--- config.mk ---
export PLATFORM = sky130hd
export DESIGN_NAME = adc_offset_calib_current_scale_core
export DESIGN_NICKNAME = d
export VERILOG_FILES = /design/src/design/aocs_pkg.sv /design/src/design/adc_offset_calib_current_scale_core.sv
export SDC_FILE = /design/constraint.sdc
export NUM_CORES = 2
export LEC_CHECK = 0
export ABC_AREA = 1
export BUFFER_PORTS_ARGS = -buffer_cell sky130_fd_sc_hd__buf_2
export CORE_ASPECT_RATIO = 0.6
export CORE_MARGIN = 2
export CORE_UTILIZATION = 55
export CTS_BUF_LIST = sky130_fd_sc_hd__clkbuf_4
export CTS_CLUSTER_SIZE = 24
export DETAILED_ROUTE_END_ITERATION = 8
export GPL_ROUTABILITY_DRIVEN = 0
export PLACE_DENSITY = 0.75
export SYNTH_ARGS = -nofsm -noshare
export SYNTH_HDL_FRONTEND = slang
export SYNTH_SLANG_ARGS = --single-unit
export TNS_END_PERCENT = 50
--- constraint.sdc ---
create_clock -name aclk -period 11 [get_ports aclk]
set_input_delay 2.2 -clock aclk [delete_from_list [all_inputs] [get_ports aclk]]
set_output_delay 2.2 -clock aclk [all_outputs]
set_load 0.005 [all_outputs]
--- src/design/aocs_pkg.sv ---
`timescale 1ns / 1ps

package aocs_pkg;

    // raw sample fields as they travel on the input stream
    localparam int RAW_W       = 12;
    localparam int IN_TDATA_W  = 40;
    localparam int U_LSB       = 0;
    localparam int W_LSB       = 12;
    localparam int B_LSB       = 24;

    // configuration
    localparam int SCALE_W     = 24;
    localparam int APB_DATA_W  = 32;
    localparam int APB_ADDR_W  = 4;

    localparam logic [1:0] REG_CURRENT_INVERT = 2'd0;
    localparam logic [1:0] REG_CURRENT_SCALE  = 2'd1;
    localparam logic [1:0] REG_BUS_SCALE      = 2'd2;

    localparam logic [SCALE_W-1:0] SCALE_RESET = 24'd1048576;

    // result fields
    localparam int CUR_W       = 37;
    localparam int CURV_W      = 38;
    localparam int BUS_W       = 36;
    localparam int REF_W       = 37;
    localparam int OUT_TDATA_W = 192;
    localparam int PAD_W       = OUT_TDATA_W - (CUR_W + CURV_W + CUR_W + BUS_W + REF_W + 1);

    typedef logic signed [CUR_W-1:0]  cur_t;
    typedef logic signed [CURV_W-1:0] curv_t;

endpackage

--- src/design/adc_offset_calib_current_scale_core.sv ---
`timescale 1ns / 1ps

// Offset calibration and phase current / bus voltage scaling for a three-channel
// ADC front end. A transfer with tuser 0 is one calibration step: 2^CAL_LOG2 steps
// accumulate the samples, and one more step averages them into the offsets,
// latches the bus reference and raises calib_done. A transfer with tuser 1 is a
// measurement that gives the U and W currents (offset removed, signed, scaled),
// V as -(U+W), the scaled bus voltage and its change from the reference, all with
// 20 fraction bits. One item is taken every clock cycle while s_axis_tready is high;
// a result passes through one register stage after the multipliers and one output
// register. While a result waits for m_axis_tready one more item can still enter
// the product stage, after which s_axis_tready drops until the output register is
// free again.
module adc_offset_calib_current_scale_core
    import aocs_pkg::*;
#(
    parameter int CAL_LOG2 = 10,
    parameter int ADC_BITS = 12
) (
    input  logic                   aclk,
    input  logic                   aresetn,

    input  logic                   s_axis_tvalid,
    output logic                   s_axis_tready,
    // phase_u_raw[11:0], phase_w_raw[23:12], bus_raw[35:24], zero pad
    input  logic [IN_TDATA_W-1:0]  s_axis_tdata,
    // kind
    input  logic                   s_axis_tuser,

    output logic                   m_axis_tvalid,
    input  logic                   m_axis_tready,
    // current_u[36:0], current_v[74:37], current_w[111:75], bus_voltage[147:112],
    // bus_change[184:148], calib_done[185], zero pad
    output logic [OUT_TDATA_W-1:0] m_axis_tdata,

    input  logic                   psel,
    input  logic                   penable,
    input  logic                   pwrite,
    input  logic [APB_ADDR_W-1:0]  paddr,
    input  logic [APB_DATA_W-1:0]  pwdata,
    output logic [APB_DATA_W-1:0]  prdata,
    output logic                   pready
);

    localparam int SAMPLE_W = (ADC_BITS < RAW_W) ? ADC_BITS : RAW_W;
    localparam int SUM_W    = SAMPLE_W + CAL_LOG2;
    localparam int CNT_W    = CAL_LOG2 + 1;
    localparam int PROD_W   = SAMPLE_W + SCALE_W + 2;
    localparam int UPROD_W  = SAMPLE_W + SCALE_W;
    localparam logic [CNT_W-1:0] CAL_STEPS = CNT_W'(1) << CAL_LOG2;

    // configuration registers
    logic               current_invert_reg;
    logic [SCALE_W-1:0] current_scale_reg;
    logic [SCALE_W-1:0] bus_scale_reg;
    logic               cfg_write;

    // calibration state
    logic [SUM_W-1:0]    sum_u_reg, sum_w_reg, sum_bus_reg;
    logic [SUM_W-1:0]    sum_u_next, sum_w_next, sum_bus_next;
    logic [CNT_W-1:0]    calib_count_reg, calib_count_next;
    logic [SAMPLE_W-1:0] offset_u_reg, offset_w_reg, offset_bus_reg;
    logic [SAMPLE_W-1:0] offset_u_next, offset_w_next, offset_bus_next;
    logic [REF_W-1:0]    bus_reference_reg, bus_reference_next;
    logic                done_flag_reg, done_flag_next;

    // input side
    logic                   s_accept;
    logic [SAMPLE_W-1:0]    sample_u, sample_w, sample_b;
    logic signed [SAMPLE_W:0]   diff_u, diff_w;
    logic signed [PROD_W-1:0]   prod_u, prod_w;
    logic [UPROD_W-1:0]     prod_bus, prod_ref;

    // product stage
    logic               p_valid_reg;
    logic               p_meas_reg;
    cur_t               p_cu_reg, p_cw_reg;
    logic [BUS_W-1:0]   p_bv_reg;
    logic [REF_W-1:0]   p_ref_reg;
    logic               p_done_reg;
    logic               p_ready;

    // output stage
    logic               m_valid_reg;
    logic               out_ready;
    cur_t               cu_sel, cw_sel;
    curv_t              cv_calc;
    logic [REF_W-1:0]   bc_calc;
    cur_t               cu_reg, cw_reg;
    curv_t              cv_reg;
    logic [BUS_W-1:0]   bv_reg;
    logic [REF_W-1:0]   bc_reg;
    logic               done_reg;

    // ---------------- configuration port ----------------
    assign pready    = 1'b1;
    assign cfg_write = psel & penable & pwrite & pready;

    always_ff @(posedge aclk) begin
        if (!aresetn) begin
            current_invert_reg <= 1'b0;
            current_scale_reg  <= SCALE_RESET;
            bus_scale_reg      <= SCALE_RESET;
        end else if (cfg_write) begin
            unique case (paddr[3:2])
                REG_CURRENT_INVERT: current_invert_reg <= pwdata[0];
                REG_CURRENT_SCALE:  current_scale_reg  <= pwdata[SCALE_W-1:0];
                REG_BUS_SCALE:      bus_scale_reg      <= pwdata[SCALE_W-1:0];
                default: ;
            endcase
        end
    end

    always_comb begin
        unique case (paddr[3:2])
            REG_CURRENT_INVERT: prdata = APB_DATA_W'(current_invert_reg);
            REG_CURRENT_SCALE:  prdata = APB_DATA_W'(current_scale_reg);
            REG_BUS_SCALE:      prdata = APB_DATA_W'(bus_scale_reg);
            default:            prdata = '0;
        endcase
    end

    // ---------------- handshake ----------------
    assign out_ready     = !m_valid_reg || m_axis_tready;
    assign p_ready       = !p_valid_reg || out_ready;
    assign s_axis_tready = p_ready;
    assign s_accept      = s_axis_tvalid && p_ready;
    assign m_axis_tvalid = m_valid_reg;

    assign sample_u = s_axis_tdata[U_LSB +: SAMPLE_W];
    assign sample_w = s_axis_tdata[W_LSB +: SAMPLE_W];
    assign sample_b = s_axis_tdata[B_LSB +: SAMPLE_W];

    // ---------------- calibration ----------------
    always_comb begin
        sum_u_next         = sum_u_reg;
        sum_w_next         = sum_w_reg;
        sum_bus_next       = sum_bus_reg;
        calib_count_next   = calib_count_reg;
        offset_u_next      = offset_u_reg;
        offset_w_next      = offset_w_reg;
        offset_bus_next    = offset_bus_reg;
        bus_reference_next = bus_reference_reg;
        done_flag_next     = done_flag_reg;
        if (calib_count_reg == CAL_STEPS) begin
            // run complete: average the sums into the offsets
            offset_u_next    = sum_u_reg[SUM_W-1:CAL_LOG2];
            offset_w_next    = sum_w_reg[SUM_W-1:CAL_LOG2];
            offset_bus_next  = sum_bus_reg[SUM_W-1:CAL_LOG2];
            bus_reference_next = REF_W'(prod_ref);
            calib_count_next = '0;
            done_flag_next   = 1'b1;
        end else if (calib_count_reg == '0) begin
            // first step of a run restarts the sums
            sum_u_next       = SUM_W'(sample_u);
            sum_w_next       = SUM_W'(sample_w);
            sum_bus_next     = SUM_W'(sample_b);
            calib_count_next = CNT_W'(1);
            done_flag_next   = 1'b0;
        end else begin
            sum_u_next       = sum_u_reg + SUM_W'(sample_u);
            sum_w_next       = sum_w_reg + SUM_W'(sample_w);
            sum_bus_next     = sum_bus_reg + SUM_W'(sample_b);
            calib_count_next = calib_count_reg + CNT_W'(1);
        end
    end

    assign prod_ref = UPROD_W'(sum_bus_reg[SUM_W-1:CAL_LOG2]) * UPROD_W'(bus_scale_reg);

    always_ff @(posedge aclk) begin
        if (!aresetn) begin
            sum_u_reg         <= '0;
            sum_w_reg         <= '0;
            sum_bus_reg       <= '0;
            calib_count_reg   <= '0;
            offset_u_reg      <= '0;
            offset_w_reg      <= '0;
            offset_bus_reg    <= '0;
            bus_reference_reg <= '0;
            done_flag_reg     <= 1'b0;
        end else if (s_accept && !s_axis_tuser) begin
            sum_u_reg         <= sum_u_next;
            sum_w_reg         <= sum_w_next;
            sum_bus_reg       <= sum_bus_next;
            calib_count_reg   <= calib_count_next;
            offset_u_reg      <= offset_u_next;
            offset_w_reg      <= offset_w_next;
            offset_bus_reg    <= offset_bus_next;
            bus_reference_reg <= bus_reference_next;
            done_flag_reg     <= done_flag_next;
        end
    end

    // ---------------- measurement products ----------------
    assign diff_u   = $signed({1'b0, sample_u}) - $signed({1'b0, offset_u_reg});
    assign diff_w   = $signed({1'b0, sample_w}) - $signed({1'b0, offset_w_reg});
    assign prod_u   = PROD_W'(diff_u) * PROD_W'($signed({1'b0, current_scale_reg}));
    assign prod_w   = PROD_W'(diff_w) * PROD_W'($signed({1'b0, current_scale_reg}));
    assign prod_bus = UPROD_W'(sample_b) * UPROD_W'(bus_scale_reg);

    always_ff @(posedge aclk) begin
        if (!aresetn) begin
            p_valid_reg <= 1'b0;
        end else if (p_ready) begin
            p_valid_reg <= s_axis_tvalid;
        end
    end

    always_ff @(posedge aclk) begin
        if (s_accept) begin
            p_meas_reg <= s_axis_tuser;
            p_cu_reg   <= CUR_W'(prod_u);
            p_cw_reg   <= CUR_W'(prod_w);
            p_bv_reg   <= BUS_W'(prod_bus);
            // reference as seen by this item, a later calibration may move it
            p_ref_reg  <= bus_reference_reg;
            p_done_reg <= s_axis_tuser ? done_flag_reg : done_flag_next;
        end
    end

    // ---------------- sign, V phase and bus change ----------------
    assign cu_sel  = current_invert_reg ? -p_cu_reg : p_cu_reg;
    assign cw_sel  = current_invert_reg ? -p_cw_reg : p_cw_reg;
    assign cv_calc = -(CURV_W'(cu_sel) + CURV_W'(cw_sel));
    assign bc_calc = REF_W'(p_bv_reg) - p_ref_reg;

    always_ff @(posedge aclk) begin
        if (!aresetn) begin
            m_valid_reg <= 1'b0;
        end else if (out_ready) begin
            m_valid_reg <= p_valid_reg;
        end
    end

    always_ff @(posedge aclk) begin
        if (out_ready && p_valid_reg) begin
            cu_reg   <= p_meas_reg ? cu_sel  : '0;
            cw_reg   <= p_meas_reg ? cw_sel  : '0;
            cv_reg   <= p_meas_reg ? cv_calc : '0;
            bv_reg   <= p_meas_reg ? p_bv_reg : '0;
            bc_reg   <= p_meas_reg ? bc_calc : '0;
            done_reg <= p_done_reg;
        end
    end

    assign m_axis_tdata = {{PAD_W{1'b0}}, done_reg, bc_reg, bv_reg, cw_reg, cv_reg, cu_reg};

endmodule

Yosys cells after proc, flatten, opt, wreduce, memory -nomap -nowiden. Cells that the tools add are included. W data, S select, Z words.

Register bits after elaboration: 523. Latch bits: 0. RAM bits: 0. Memory bits (read-only): 0. Input port bits: 84. Output and inout port bits: 227. Word-level logic and storage cells: 72. Memories kept: 0.

$add $sub $neg: 11. Multiply operators: 4. Div/mod/pow operators: 0. $lt $le $gt $ge: 0. Eq/ne operators: 3. Shift operators: 0. Mux-type cells: 11. Bitwise gates (word level): 3. Reductions and logical operators: 15.

Operators with widths (number): $mul A13 B25 Y37 (2); $mux W37 (2); $neg A37 Y37 (2); $mul A12 B24 Y36 (2); $pmux W24 S3 (1); $add A22 B12 Y22 (3); $mux W22 (3); $add A37 B37 Y38 (1); $neg A38 Y38 (1); $sub A36 B36 Y37 (1); $sub A12 B12 Y13 (2); $mux W11 (2); $add A11 B1 Y11 const B (1); $eq A11 B11 Y1 const B (1); $logic_not A11 Y1 (1); $reduce_and A2 Y1 (5); $logic_and A1 B1 Y1 (3); $logic_not A1 Y1 (3); $mux W1 (3); $and A1 B1 Y1 (2); $eq A2 B1 Y1 const B (1); $eq A2 B2 Y1 const B (1); $logic_not A2 Y1 (1); $logic_or A1 B1 Y1 (2); $not A1 Y1 (1).

Logic depth before layout (Yosys ltp).
Depth after elaboration: 6. Gate-level depth with buffers: 37. Mapped depth without buffers: 37.

Worst setup path after synthesis. OpenSTA, ideal clock, no wires.

Path type: input to register. Start: in m_axis_tready. End: reg bc_reg[0], enable pin. Library setup time: 793 ps. Arrival time: 11106 ps. Setup slack: -899 ps. Stages: 2. Path through: inv_2 a21oi_1.

Cells in the longest elaborated chain, start to end: 2.

Ends and longest elaborated chain: from (decl) (RTL line adc_offset_calib_current_scale_core.sv:31) `input logic m_axis_tready,`; $logic_or A1 B1 Y1 (RTL line adc_offset_calib_current_scale_core.sv:124) `assign out_ready = !m_valid_reg || m_axis_tready;`; $logic_and A1 B1 Y1 (RTL line adc_offset_calib_current_scale_core.sv:236) `if (out_ready && p_valid_reg) begin`; to (signal assigned) (RTL line adc_offset_calib_current_scale_core.sv:241) `bc_reg <= p_meas_reg ? bc_calc : '0;`; to (decl) (RTL line adc_offset_calib_current_scale_core.sv:92) `logic [REF_W-1:0] bc_reg;`.

No other way between the ends. A chain may end at the register's enable or synchronous reset.

Final worst setup path.
Start: in s_axis_tdata[0]. End: reg p_cu_reg[35] (data pin).

Cells in the longest elaborated chain, start to end: 2.

Ends and longest elaborated chain: from (decl) (RTL line adc_offset_calib_current_scale_core.sv:26) `input logic [IN_TDATA_W-1:0] s_axis_tdata,`; $sub A12 B12 Y13 (RTL line adc_offset_calib_current_scale_core.sv:195) `assign diff_u = $signed({1'b0, sample_u}) - $signed({1'b0, offset_u_reg});`; $mul A13 B25 Y37 (RTL line adc_offset_calib_current_scale_core.sv:197) `assign prod_u = PROD_W'(diff_u) * PROD_W'($signed({1'b0, current_scale_reg}));`; via prod_u[35] (RTL line adc_offset_calib_current_scale_core.sv:71) `logic signed [PROD_W-1:0] prod_u, prod_w;`; to (signal assigned) (RTL line adc_offset_calib_current_scale_core.sv:212) `p_cu_reg <= CUR_W'(prod_u);`; to (decl) (RTL line adc_offset_calib_current_scale_core.sv:77) `cur_t p_cu_reg, p_cw_reg;`.

The timed path passes the listed nets, and every way through them passes these cells.

==> impl_results.md <==
* 1st-iter DRT viols at 8939
* Flip-flop count of the largest register after layout at 38
* Seq/Total Area, Yosys at 19.8%
* Most frequent cells in the layout: 2461 x nand2_1, 1878 x inv_1, 931 x fa_1
* Avg Inst Size Synth at 7.57 um^2
* R2r worst-path depth at 32
* Iteration count of the initial detailed-routing pass at 8
* Worst stage delay on the critical path at 810 ps
* Largest net degree at the start of global routing at 157
* CTS resizes at 0
* Clock skew at 124 ps
* Skew-Pair Late Insertion Delay at 1180 ps
* Critical R2R Launch: offset_u_reg[0]$_SDFFE_PN0P_
* Chip Height at 280 um
* Placed inst area at 72500 um^2
* Initial core utilization at 55.3%
* Layout cells sized above 1 at 6.73%
* Worst path buffer plus inverter count at 7
* Die W at 464 um
* Worst-path fanout max at 18
* Maximum vdd drop at 0.167 mV
* Max Freq at 0.115 GHz
* First-pass GRT wire length at 349 mm
* Measured slew at the worst slew-check pin at 1340 ps
* Crit. End Element: flip-flop
* RR Endpoint: p_cu_reg[35]$_DFFE_PP_
* Outcome: completed
* Syn-to-layout area delta at 6.45%
* Yosys warnings at 0
* # setup viols final at 0
* Post-Syn Area at 69800 um^2
* Nets at 10900
* DP HPWL at 179 mm
* Initial antenna violation count at 25
* CP most frequent cell: nand2_1
* Port bufs at 281
* Root Buffer: clkbuf_4
* DR vias/cell at 5.67
* Design Power at 8.41 mW
* Leak at 38.5 nW
* CP max-delay cell: fa_1
* Via count at 63400
* Routed wire length at 227 mm
* Hold/Removal Path Class: reg -> reg
* CTS Hold Bufs at 0
* Clk slew on worst S/H paths at 100 ps
* Startpoint types: input pin
* Crit path kind: in -> reg
* Antenna Nets Post-Route at 0
* Period Utilization, post-route at 78.8%
* H-tree levels at 4
* DRC violations left at 0
* Cts bufs inserted at 131
* Max Root-Sink Buffers at 3
* Total Neg Setup Slack at 0 ps
* Yosys reg bits at 523
* Gr ovfl total at 0
* Hold Vio Cnt, Final at 0
* CP Data Required Time at 11830 ps
* Cell count after synthesis at 9216
* Max-Cap Viols at 0
* Die area at 130000 um^2
* Vias in the first global route at 61900
* Final max-slew violation count at 0
* GRT Total Usage at 35.0%
* Crit. Startpoint: s_axis_tdata[0]
* Post-route cell area at 74300 um^2
* Flop-to-flop setup slack at 3330 ps
* Post-CTS setup repair buffer count at 0
* Clock sinks at 523
* Cell family with most CP delay: adder cells
* Power density cells at 113 nW/um^2
* Period minus WS final at 8670 ps
* WP depth at 34
* Critical path arrival at 9500 ps
* TritonCTS clock tree: done
* Setup crit end: p_cu_reg[35]$_DFFE_PP_
* Commonest non-fill, non-tap cell in the layout: nand2_1
* Cell variety after synth at 50
* Num rows at 101
* Core area at 126000 um^2
* Routed len/inst at 20.3 um
* RSZ-0062 raised after global routing: false
* # IOs at 311
* Slew headroom at 10.5%
==> power by group <==
part | total (mW) | switching [mW] | internal (mW) | leakage (nW)
clock | 1.84 | 0.933 | 0.906 | 1.02
sequential | 2.51 | 0.149 | 2.37 | 4.81
combinational | 4.06 | 2.83 | 1.23 | 32.7
total | 8.41 | 3.92 | 4.50 | 38.5
==> logic make-up (layout without fill, tap and decap cells) <==
family,Yosys count,after routing,synth area share (%)
buf+inv,2262,2492,12.4
xor+xnor,153,153,1.92
other cells,2,31,0.0108
fa+ha+maj,1480,1480,36.5
simple gates,4031,4031,23.3
flops,523,523,19.8
compound gates,765,765,5.95
==> Yosys cell counts (all sizes together) <==
library cell / count / area share (%)
clkinv: 9 / 0.048
o21a: 21 / 0.23
o31ai: 3 / 0.032
o22ai: 1 / 0.0090
nand2: 2474 / 13
inv: 1894 / 10
nand3b: 26 / 0.28
a21boi: 7 / 0.075
o21bai: 36 / 0.39
nor3: 73 / 0.52
o211ai: 9 / 0.097
a31oi: 29 / 0.26
nand3: 454 / 3.3
fa: 931 / 27
xor2: 127 / 1.6
dfxtp: 189 / 5.4
and3: 4 / 0.036
and2: 5 / 0.045
clkbuf: 264 / 1.4
edfxtp: 334 / 14
conb: 2 / 0.011
nand4: 65 / 0.60
o21ai: 252 / 1.8
or2: 23 / 0.21
a211oi: 4 / 0.057
nor2: 900 / 5.0
ha: 549 / 9.8
buf: 95 / 0.78
xnor2: 26 / 0.33
nor4: 7 / 0.063
a21oi: 379 / 2.7
a21o: 24 / 0.26
==> per-stage QoR <==
stage          util (%)  cells  hold WS [ps]  worst slack [ps]
3_5_place_dp       57.4  10900           409              1480
3_3_place_gp       57.4  10900           410              1520
4_1_cts            58.8  11200           406              2620
6_report           58.9  11200           396              2330
5_1_grt            58.8  11200           430              2080
2_1_floorplan         -   9229           400              2700
==> per-layer routing <==
layer / share of wire [%] / wire length (um) / vias to the layer above / track usage [%]
met5: 0.35 / 783 / - / 2.81
met4: 4.2 / 9510 / 30 / 13.3
met3: 18 / 41600 / 611 / 16.9
met2: 37 / 83400 / 4491 / 44.9
met1: 40 / 91200 / 29900 / 49.8
li1: - / - / 28400 / -
==> worst reg2reg max path, delay by kind of cell (launching register included) <==
| family | cells | cell delay, ps |
|---|---|---|
| AO/OA/AOI/OAI | 1 | 220 |
| AND/OR/NAND/NOR | 17 | 2080 |
| adder cells (fa/ha/maj) | 9 | 4140 |
| buffers and inverters | 5 | 650 |
| flip-flops | 1 | 330 |
==> final cells by class <==
| type | count | area [um^2] |
|---|---|---|
| Clock buffer | 176 | 1320 |
| Clock inverter | 50 | 445 |
| Timing Repair Buffer | 363 | 2030 |
| Fill cell | 11300 | 51900 |
| Tap cell | 1699 | 2130 |
| Inverter | 1903 | 7150 |
| Antenna cell | 16 | 40.0 |
| Multi-Input combinational cell | 6444 | 47400 |
| Sequential cell | 523 | 13800 |
==> how the worst min path moves through the flow <==
stage / start / to / slack (ps) / cells past startpoint
detailed placement: bus_reference_reg[9]$_SDFFE_PN0P_ / p_ref_reg[9]$_DFFE_PP_ / 410 / 0
finish: bus_reference_reg[9]$_SDFFE_PN0P_ / p_ref_reg[9]$_DFFE_PP_ / 400 / 0
global placement: bus_reference_reg[11]$_SDFFE_PN0P_ / p_ref_reg[11]$_DFFE_PP_ / 410 / 0
CTS: bus_reference_reg[9]$_SDFFE_PN0P_ / p_ref_reg[9]$_DFFE_PP_ / 410 / 0
floorplan: p_done_reg$_DFFE_PP_ / done_reg$_DFFE_PP_ / 400 / 0
global route: bus_reference_reg[9]$_SDFFE_PN0P_ / p_ref_reg[9]$_DFFE_PP_ / 430 / 0
Note: power is estimated with default switching activity, not from simulation.
